===== config.mk =====
export PLATFORM = sky130hd
export DESIGN_NAME = hole_punch_controller
export DESIGN_NICKNAME = d
export VERILOG_FILES = /design/src/hpc_pkg.sv /design/src/hole_punch_controller.sv /design/src/hpc_table.sv /design/src/hpc_out_reg.sv
export VERILOG_INCLUDE_DIRS = /design/src /design/src/src
export SDC_FILE = /design/constraint.sdc
export NUM_CORES = 2
export LEC_CHECK = 0
export BUFFER_PORTS_ARGS = -buffer_cell sky130_fd_sc_hd__buf_4
export CORE_UTILIZATION = 36
export DETAILED_ROUTE_END_ITERATION = 12
export GPL_TIMING_DRIVEN = 1
export PLACE_DENSITY = 0.6
export SLEW_MARGIN = 30
export SYNTH_ARGS = -nofsm -noshare
export SYNTH_HDL_FRONTEND = slang
export SYNTH_HIERARCHICAL = 1
export SYNTH_SLANG_ARGS = --single-unit
export TNS_END_PERCENT = 1

===== constraint.sdc =====
create_clock -name clk -period 50.8 [get_ports clk]
set_input_delay 10.16 -clock clk [delete_from_list [all_inputs] [get_ports clk]]
set_output_delay 10.16 -clock clk [all_outputs]
set_load 0.01 [all_outputs]

===== src/assert_macros.svh =====
// assertion helpers
`ifndef ASSERT_MACROS_SVH
`define ASSERT_MACROS_SVH
`define ASSERT_IMPL(label, clk, rst_n, ante, cons) \
	label: assert property (@(posedge clk) disable iff (!rst_n) (ante) |-> (cons)) \
		else $error("assertion failed");
`define ASSERT_NEXT(label, clk, rst_n, ante, cons) \
	label: assert property (@(posedge clk) disable iff (!rst_n) (ante) |=> (cons)) \
		else $error("assertion failed");
`endif


===== src/hpc_pkg.sv =====
package hpc_pkg;
	localparam int MAX_CANDIDATES = 8;
	localparam int SLOT_W = (MAX_CANDIDATES > 1) ? $clog2(MAX_CANDIDATES) : 1;
	localparam int CNT_W = $clog2(MAX_CANDIDATES + 1);
	localparam int PROBE_LIMIT = 8;

	localparam logic [2:0] K_START = 3'd0;
	localparam logic [2:0] K_TICK = 3'd1;
	localparam logic [2:0] K_CAND = 3'd2;
	localparam logic [2:0] K_CDONE = 3'd3;
	localparam logic [2:0] K_SYNCRX = 3'd4;

	localparam logic [2:0] PH_IDLE = 3'd0;
	localparam logic [2:0] PH_GATHER = 3'd1;
	localparam logic [2:0] PH_CONNECT = 3'd2;
	localparam logic [2:0] PH_SYNC = 3'd3;
	localparam logic [2:0] PH_DONE = 3'd4;
	localparam logic [2:0] PH_FAIL = 3'd5;

	localparam logic [1:0] ACT_STATUS = 2'd0;
	localparam logic [1:0] ACT_CONNECT = 2'd1;
	localparam logic [1:0] ACT_SYNC = 2'd2;
	localparam logic [1:0] ACT_PROBE = 2'd3;

	localparam logic [2:0] R_TIMEOUT = 3'd0;
	localparam logic [2:0] R_RETRY = 3'd1;
	localparam logic [2:0] R_MAXSYNC = 3'd2;
	localparam logic [2:0] R_MAXATT = 3'd3;
	localparam logic [2:0] R_BACKOFF = 3'd4;
	localparam logic [2:0] R_PEERV6 = 3'd5;
	localparam logic [2:0] R_PEERHI = 3'd6;
	localparam logic [2:0] R_PEERLO = 3'd7;

	// one candidate table entry
	typedef struct packed {
		logic        v6;
		logic [63:0] addr_high;
		logic [63:0] addr_low;
		logic [15:0] port;
		logic [2:0]  attempts;
		logic [31:0] last_try;
	} entry_t;

	// one result item
	typedef struct packed {
		logic [1:0]  action;
		logic [2:0]  slot;
		logic [2:0]  attempt;
		logic        v6;
		logic [63:0] addr_high;
		logic [63:0] addr_low;
		logic [15:0] port;
		logic [2:0]  phase;
		logic        last;
	} result_t;

	localparam int RES_W = $bits(result_t);
	localparam int ENT_W = $bits(entry_t);
endpackage


===== src/hole_punch_controller.sv =====
// channel   | dir | payload
// s_axis    | in  | kind, now_ms, flags, candidate address and port
// m_axis    | out | action, slot, attempt, probe address, session_state; tlast
// cfg       | in  | register index and write data
// an input passes through accept and status; a probe walk adds a read and then
// a check and write back per stored candidate, plus a closing read and a post
// step, and CONNECT or the connect-done SYNC adds a pre step
// the walk is set by the single read port of the candidate table ram
// reset returns registers to their defaults and the session to idle
// output stalls hold the sequencer; the next input is refused meanwhile
`include "assert_macros.svh"
module hole_punch_controller import hpc_pkg::*; (
	input  logic         clk,
	input  logic         arst_n,
	input  logic         s_axis_tvalid,
	output logic         s_axis_tready,
	// kind[2:0], now_ms[34:3], link_connected[35], peer_established[36],
	// cand_is_v6[37], cand_addr_high[101:38], cand_addr_low[165:102],
	// cand_port[181:166], zero to 183
	input  logic [183:0] s_axis_tdata,
	output logic         m_axis_tvalid,
	input  logic         m_axis_tready,
	// action[1:0], slot[4:2], attempt[7:5], probe_is_v6[8],
	// probe_addr_high[72:9], probe_addr_low[136:73], probe_port[152:137],
	// session_state[155:153], zero to 159
	output logic [159:0] m_axis_tdata,
	output logic         m_axis_tlast,
	input  logic         cfg_valid,
	output logic         cfg_ready,
	input  logic [2:0]   cfg_index,
	input  logic [63:0]  cfg_data
);
	typedef enum logic [2:0] {
		S_IDLE, S_PRE, S_RD, S_CHK, S_POST, S_STATUS
	} state_t;

	state_t state_q;

	// configuration
	logic [31:0] timeout_q;
	logic [15:0] retry_q;
	logic [4:0]  max_syncs_q;
	logic [2:0]  max_att_q;
	logic [9:0]  backoff_q;
	logic        peer_v6_q;
	logic [63:0] peer_hi_q, peer_lo_q;

	// session state
	logic [2:0]       phase_q;
	logic [31:0]      start_q, last_sync_q;
	logic [4:0]       syncs_q;
	logic [CNT_W-1:0] count_q;

	// latched request
	logic [2:0]  kind_q;
	logic [31:0] now_q;
	logic [CNT_W-1:0] idx_q;
	logic [3:0]  probes_q;
	logic        pre_sync_q;   // CONNECT, or the connect-done SYNC before the walk
	logic        post_sync_q;  // connecting SYNC after the walk

	assign cfg_ready = 1'b1;

	always_ff @(posedge clk or negedge arst_n) begin
		if (!arst_n) begin
			timeout_q <= 32'd10000;
			retry_q <= 16'd100;
			max_syncs_q <= 5'd20;
			max_att_q <= 3'd5;
			backoff_q <= 10'd50;
			peer_v6_q <= 1'b0;
			peer_hi_q <= '0;
			peer_lo_q <= '0;
		end else if (cfg_valid) begin
			case (cfg_index)
				R_TIMEOUT: timeout_q <= cfg_data[31:0];
				R_RETRY:   retry_q <= cfg_data[15:0];
				R_MAXSYNC: max_syncs_q <= cfg_data[4:0];
				R_MAXATT:  max_att_q <= cfg_data[2:0];
				R_BACKOFF: backoff_q <= cfg_data[9:0];
				R_PEERV6:  peer_v6_q <= cfg_data[0];
				R_PEERHI:  peer_hi_q <= cfg_data;
				R_PEERLO:  peer_lo_q <= cfg_data;
				default: ;
			endcase
		end
	end

	// input fields
	logic [2:0]  in_kind;
	logic [31:0] in_now;
	logic        in_link, in_est, in_v6;
	logic [63:0] in_hi, in_lo;
	logic [15:0] in_port;
	assign in_kind = s_axis_tdata[2:0];
	assign in_now = s_axis_tdata[34:3];
	assign in_link = s_axis_tdata[35];
	assign in_est = s_axis_tdata[36];
	assign in_v6 = s_axis_tdata[37];
	assign in_hi = s_axis_tdata[101:38];
	assign in_lo = s_axis_tdata[165:102];
	assign in_port = s_axis_tdata[181:166];

	assign s_axis_tready = (state_q == S_IDLE);
	logic accept;
	assign accept = s_axis_tvalid && s_axis_tready;

	// trust filter
	logic trusted;
	always_comb begin
		trusted = 1'b0;
		if (in_est) begin
			trusted = 1'b1;
		end else if (!in_v6) begin
			if (in_lo[31:0] == 32'h7f000001) begin
				trusted = 1'b1;
			end else if (!peer_v6_q && (peer_lo_q[31:8] == in_lo[31:8])) begin
				trusted = 1'b1;
			end
		end else if (peer_v6_q && in_hi == peer_hi_q && in_lo[63:16] == peer_lo_q[63:16]) begin
			trusted = 1'b1;
		end
	end

	logic active;
	assign active = (phase_q == PH_GATHER) || (phase_q == PH_CONNECT) || (phase_q == PH_SYNC);

	// candidate table
	logic              tbl_we;
	logic [SLOT_W-1:0] tbl_waddr, tbl_raddr;
	entry_t            tbl_wdata, tbl_rdata;

	hpc_table u_table (
		.clk(clk), .we(tbl_we), .waddr(tbl_waddr), .wdata(tbl_wdata),
		.raddr(tbl_raddr), .rdata(tbl_rdata)
	);

	assign tbl_raddr = idx_q[SLOT_W-1:0];

	// probe check on the read entry
	logic [12:0] wait_ms;
	logic [31:0] since;
	logic        do_probe;
	logic [2:0]  att_next;
	assign wait_ms = 13'(({10'd0, tbl_rdata.attempts} + 13'd1) * {3'd0, backoff_q});
	assign since = now_q - tbl_rdata.last_try;
	assign do_probe = (tbl_rdata.attempts < max_att_q) && (since >= {19'd0, wait_ms});
	assign att_next = tbl_rdata.attempts + 3'd1;

	// result stage
	logic    res_valid, res_ready;
	result_t res_data, out_data;

	hpc_out_reg u_out (
		.clk(clk), .arst_n(arst_n), .in_valid(res_valid), .in_ready(res_ready),
		.in_data(res_data), .out_valid(m_axis_tvalid), .out_ready(m_axis_tready),
		.out_data(out_data)
	);

	assign m_axis_tdata = {4'd0, out_data.phase, out_data.port, out_data.addr_low,
		out_data.addr_high, out_data.v6, out_data.attempt, out_data.slot,
		out_data.action};
	assign m_axis_tlast = out_data.last;

	logic walk_done;
	assign walk_done = (idx_q >= count_q) || (probes_q >= 4'(PROBE_LIMIT));

	always_comb begin
		res_valid = 1'b0;
		res_data = '0;
		res_data.phase = phase_q;
		tbl_we = 1'b0;
		tbl_waddr = idx_q[SLOT_W-1:0];
		tbl_wdata = tbl_rdata;
		case (state_q)
			S_PRE: begin
				res_valid = pre_sync_q;
				res_data.action = (kind_q == K_TICK) ? ACT_CONNECT : ACT_SYNC;
			end
			S_CHK: begin
				if (do_probe) begin
					res_valid = 1'b1;
					res_data.action = ACT_PROBE;
					res_data.slot = 3'(idx_q);
					res_data.attempt = att_next;
					res_data.v6 = tbl_rdata.v6;
					res_data.addr_high = tbl_rdata.addr_high;
					res_data.addr_low = tbl_rdata.addr_low;
					res_data.port = tbl_rdata.port;
					tbl_we = res_ready;
					tbl_wdata.attempts = att_next;
					tbl_wdata.last_try = now_q;
				end
			end
			S_POST: begin
				res_valid = post_sync_q;
				res_data.action = ACT_SYNC;
			end
			S_STATUS: begin
				res_valid = 1'b1;
				res_data.action = ACT_STATUS;
				res_data.last = 1'b1;
			end
			default: begin
				if (accept && in_kind == K_CAND && count_q < CNT_W'(MAX_CANDIDATES)
						&& trusted) begin
					tbl_we = 1'b1;
					tbl_waddr = count_q[SLOT_W-1:0];
					tbl_wdata.v6 = in_v6;
					tbl_wdata.addr_high = in_v6 ? in_hi : 64'd0;
					tbl_wdata.addr_low = in_v6 ? in_lo : {32'd0, in_lo[31:0]};
					tbl_wdata.port = in_port;
					tbl_wdata.attempts = 3'd0;
					tbl_wdata.last_try = 32'd0;
				end
			end
		endcase
	end

	always_ff @(posedge clk or negedge arst_n) begin
		if (!arst_n) begin
			state_q <= S_IDLE;
			phase_q <= PH_IDLE;
			start_q <= '0;
			last_sync_q <= '0;
			syncs_q <= '0;
			count_q <= '0;
			kind_q <= '0;
			now_q <= '0;
			idx_q <= '0;
			probes_q <= '0;
			pre_sync_q <= 1'b0;
			post_sync_q <= 1'b0;
		end else begin
			case (state_q)
				S_IDLE: begin
					if (accept) begin
						kind_q <= in_kind;
						now_q <= in_now;
						idx_q <= '0;
						probes_q <= '0;
						pre_sync_q <= 1'b0;
						post_sync_q <= 1'b0;
						state_q <= S_STATUS;
						case (in_kind)
							K_START: begin
								phase_q <= PH_GATHER;
								start_q <= in_now;
								last_sync_q <= '0;
								syncs_q <= '0;
								count_q <= '0;
							end
							K_TICK: begin
								if (active) begin
									if (in_now - start_q > timeout_q) begin
										phase_q <= PH_FAIL;
									end else if (phase_q == PH_GATHER) begin
										phase_q <= PH_CONNECT;
										last_sync_q <= in_now;
										pre_sync_q <= 1'b1;
										state_q <= S_PRE;
									end else begin
										// walk first; phase set from the link now
										if (in_link) begin
											phase_q <= PH_DONE;
										end else if (phase_q == PH_CONNECT
												&& in_now - last_sync_q > {16'd0, retry_q}) begin
											last_sync_q <= in_now;
											if (syncs_q < max_syncs_q) begin
												post_sync_q <= 1'b1;
												syncs_q <= syncs_q + 5'd1;
											end
										end
										state_q <= S_RD;
									end
								end
							end
							K_CAND: begin
								if (count_q < CNT_W'(MAX_CANDIDATES) && trusted) begin
									count_q <= count_q + CNT_W'(1);
								end
							end
							K_CDONE: begin
								phase_q <= PH_SYNC;
								start_q <= in_now;
								pre_sync_q <= 1'b1;
								state_q <= S_PRE;
							end
							K_SYNCRX: begin
								if (phase_q == PH_CONNECT) begin
									state_q <= S_RD;
								end
							end
							default: ;
						endcase
					end
				end
				S_PRE: begin
					if (res_ready) begin
						state_q <= (kind_q == K_TICK) ? S_STATUS : S_RD;
					end
				end
				S_RD: begin
					state_q <= walk_done ? S_POST : S_CHK;
				end
				S_CHK: begin
					if (!do_probe || res_ready) begin
						if (do_probe) begin
							probes_q <= probes_q + 4'd1;
						end
						idx_q <= idx_q + CNT_W'(1);
						state_q <= S_RD;
					end
				end
				S_POST: begin
					if (!post_sync_q || res_ready) begin
						state_q <= S_STATUS;
					end
				end
				S_STATUS: begin
					if (res_ready) begin
						state_q <= S_IDLE;
					end
				end
				default: state_q <= S_IDLE;
			endcase
		end
	end

	`ASSERT_IMPL(a_busy_no_accept, clk, arst_n, state_q != S_IDLE, !s_axis_tready)
	`ASSERT_IMPL(a_count_bound, clk, arst_n, 1'b1, count_q <= CNT_W'(MAX_CANDIDATES))
	`ASSERT_IMPL(a_write_probe, clk, arst_n, state_q == S_CHK && tbl_we, res_valid && res_ready)
	`ASSERT_NEXT(a_status_end, clk, arst_n, state_q == S_STATUS && res_ready, state_q == S_IDLE)
endmodule


===== src/hpc_table.sv =====
module hpc_table import hpc_pkg::*; (
	input  logic              clk,
	input  logic              we,
	input  logic [SLOT_W-1:0] waddr,
	input  entry_t            wdata,
	input  logic [SLOT_W-1:0] raddr,
	output entry_t            rdata
);
	entry_t mem [MAX_CANDIDATES];

	always_ff @(posedge clk) begin
		if (we) begin
			mem[waddr] <= wdata;
		end
		rdata <= mem[raddr];
	end
endmodule


===== src/hpc_out_reg.sv =====
module hpc_out_reg import hpc_pkg::*; (
	input  logic    clk,
	input  logic    arst_n,
	input  logic    in_valid,
	output logic    in_ready,
	input  result_t in_data,
	output logic    out_valid,
	input  logic    out_ready,
	output result_t out_data
);
	logic valid_q;

	assign in_ready = !valid_q || out_ready;
	assign out_valid = valid_q;

	always_ff @(posedge clk or negedge arst_n) begin
		if (!arst_n) begin
			valid_q <= 1'b0;
		end else if (in_ready) begin
			valid_q <= in_valid;
		end
	end

	always_ff @(posedge clk) begin
		if (in_ready && in_valid) begin
			out_data <= in_data;
		end
	end
endmodule


==> impl_metrics.ini <==
[detailed_routing]
routed_wl_mm = 245
drc_errors = 0
routed_via_density = 5.31
met1Wirelength_mm = 106
vias = 50759
first_pass_iters = 5
dr_wl_met3_mm = 18.3
wl_per_cell_um = 25.6
top_layer = met5
drt-initial-drc-count = 4445
wl_met2_mm = 115
ant_nets = 0

[pwr]
sequentialPowerShare_pct = 43.4
p_per_area_nw_per_um2 = 51.3
p_int_w = 0.00369
leakage_nw = 37.2
pwr-share-clk_pct = 30.5
p_sw_share_pct = 30.2
vdd_drop_max_uv = 39.6
p_sw_w = 0.00160
pwr-share-comb_pct = 26.2
p_total_w = 0.00529

[timing]
holdWs_ps = 472
max_freq_mhz = 56.6
skew_ps = 78.6
worst_slew_pin_slew_ps = 1020
fin_crit_sh_pct = 34.8
finalHoldViolations = 0
fin_tns_setup_ps = 0
finalMaxSlewViolations = 0
fin_crit_ps = 17670
rsz0062_at_grt = no
finalWorstSetupSlack_ps = 33130
slew_headroom_pct = 32.1
report.final.setup_viol = 0

[clocking]
cts_buffer_depth = 3
cts_setup_buffers = 0
cts.clk_slew.worst_paths_ps = 60
cts-htree-levels = 4
clk_latency_ps = 860
cts-hold-fix-buffers = 0
clkSinkCount = 2089
cts_tree = done
cts_buffers = 210
cts_resized = 0
cts-root-buf = clkbuf_16

[yosys]
synthTopCellsByArea = edfxtp_1 54%, dfrtp_1 8.3%, mux4_2 5.8%
syn_area_um2 = 89200
yosysTopAreaCellShare_pct = 53.8
synth_area_per_cell_um2 = 15.9
yosys_warnings = 6
synthTopCellsByCount = 1597 x edfxtp_1, 488 x nand2_1, 376 x mux2_2
ys_seq_area_share_pct = 66.6
synthArstFlopShare_pct = 14.9
synth.most_common_cell = edfxtp_1
synthCells = 5607
synth_top_area_cell = edfxtp_1
synthFlopType = edfxtp_1
ys_seq_elements = 2089
synth_cell_type_count = 103
synth-edff-count = 1597

[setup_path]
cp_cell_sequence = buf_4 -> nand4b_1 -> nor4_1 -> nand3_1 -> nor3_1 -> a21oi_1 -> nor2_1 -> a311oi_2 -> buf_4 -> nor4b_1 -> nand2_4 -> o21ai_0 -> nand2b_1 -> nor2_4 -> buf_4 -> buf_4 -> buf_4
r2r_end = u_table/mem[3][178]
cp.arrival_ps = 18120
crit_required_ps = 51250
critical_path_class = in -> reg
cp_common_cell = buf_4
crit_path_max_incr_delay_ps = 820
crit_fanout = 42
crit_path_end_kind = flip-flop
r2r_start = u_table/rdata[33]
cpMaxStageDelayCell = buf_4
r2r_slack_ps = 40570
critPathLaunchType = input pin
worstRegToRegCells = 36

[final_layout]
nNetsFinal = 6519
fin_util_pct = 41.9
drive_above_1_share_pct = 24.4
areaGrowthSynthToFinish_pct = 15.7

[placed_design]
portBuffers = 412
hpwlAfterDp_mm = 161
place.gp.congestion = 0.894
pre_cts_slack_ps = 32110

[floorplanning]
num_rows = 182
start_util_pct = 36.2
dieArea_um2 = 250000
die_y_um = 500
core_um2 = 246000
die_width_um = 500
pin_count = 420

[grt]
grt_start_max_net_pins = 162
grt_antenna_before_repair = 28
grt.total_usage_pct = 19.4
grt-ovfl-total = 0
grt_pass1_wl_mm = 353
grt_pass1_vias = 50562

[worst_hold_path]
hold_end = probes_q[2]
min_path_type = reg -> reg
holdPathStages = 1
hold_start = probes_q[2]

[job]
maxCapViolations = 0

[status]
status = finished, final reports clean
worst max path at each step:
stage	startpoint	end	slack, ps
6_report	s_axis_tdata[133]	u_table/mem[6][176]	33130
5_1_grt	s_axis_tdata[133]	u_table/mem[6][176]	32780
4_1_cts	s_axis_tdata[133]	u_table/mem[6][176]	33000
2_1_floorplan	s_axis_tdata[37]	u_table/mem[0][0]	24990
3_3_place_gp	s_axis_tdata[133]	u_table/mem[6][133]	32240
3_5_place_dp	s_axis_tdata[133]	u_table/mem[6][133]	32110
final cells by class:
type | count | area (um2)
fill | 22130 | 143000
antenna | 13 | 32.5
timing repair buffer | 491 | 3850
clock buffer | 278 | 5780
sequential | 2089 | 59400
inverter | 299 | 1120
tap | 3312 | 4140
multi-input combinational | 2966 | 27400
clock inverter | 119 | 1490
logic make-up after synthesis:
family,count (synthesis),share of synthesized area (%)
and+or+nand+nor,1098,6.02
xor gates and xnor gates,146,1.43
DFF,2089,66.6
other,2,0.00842
muxes,757,14.6
AOI/OAI and AO/OA,754,5.38
buffers and inverters,555,2.92
adders and majority gates,206,3.05
state kept, by name (all words and copies together), names as in the netlist, 4 cells and up:
name / count
backoff_q: 10
last_sync_q: 32
start_q: 32
timeout_q: 32
now_q: 32
u_table/rdata: 180
retry_q: 16
probes_q: 4
syncs_q: 5
u_out/out_data: 157
idx_q: 4
max_syncs_q: 5
count_q: 4
peer_lo_q: 56
u_table/mem: 1440
peer_hi_q: 64
metal layers:
layer | track usage (%) | vias to the layer above
li1 | - | 22295
met1 | 26.9 | 26350
met2 | 30.8 | 1770
met3 | 3.96 | 316
met4 | 5.16 | 28
met5 | 0 | -
worst max-delay path, delay by kind of cell:
| kind | cells | cell delay, ps |
|---|---|---|
| AO/OA/AOI/OAI | 3 | 930 |
| AND/OR/NAND/NOR | 9 | 4150 |
| buffers and inverters | 5 | 2700 |
placed cells by master (no fill, tap or decap), drive strengths merged, types with 70 or more instances in the layout:
cell    synthesis  routed
a21oi         114     114
edfxtp       1597    1597
buf            86     491
dfxtp         180     180
a21o           71      71
inv           298     305
clkbuf        170     278
mux2          377     377
o21ai         353     353
xnor2          70      70
nand4          76      76
xor2           76      76
nand2         488     488
and2          187     187
nor2          116     116
mux4          360     360
ha            187     187
clkinv          1      75
dfrtp         297     297
per-stage QoR:
| step | instances | cell area, um2 |
|---|---|---|
| finish | 9567 | 103000 |
| global route | 9563 | 103000 |
| CTS | 9552 | 103000 |
| global placement | 9153 | 95700 |
| floorplan | 5610 | 89200 |
| detailed placement | 9155 | 95800 |
power by group through the flow:
| stage | clock network, W | registers [W] | logic [W] |
|---|---|---|---|
| 5_1_grt | 0.00171 | 0.00231 | 0.00153 |
| 3_5_place_dp | 0 | 0.00233 | 0.00138 |
| 3_3_place_gp | 0 | 0.00232 | 0.00136 |
| 4_1_cts | 0.00165 | 0.00229 | 0.00139 |
| 2_1_floorplan | 0 | 0.00229 | 0.000979 |
| 6_report | 0.00161 | 0.00229 | 0.00138 |
Note: power is estimated with default switching activity, not from simulation.
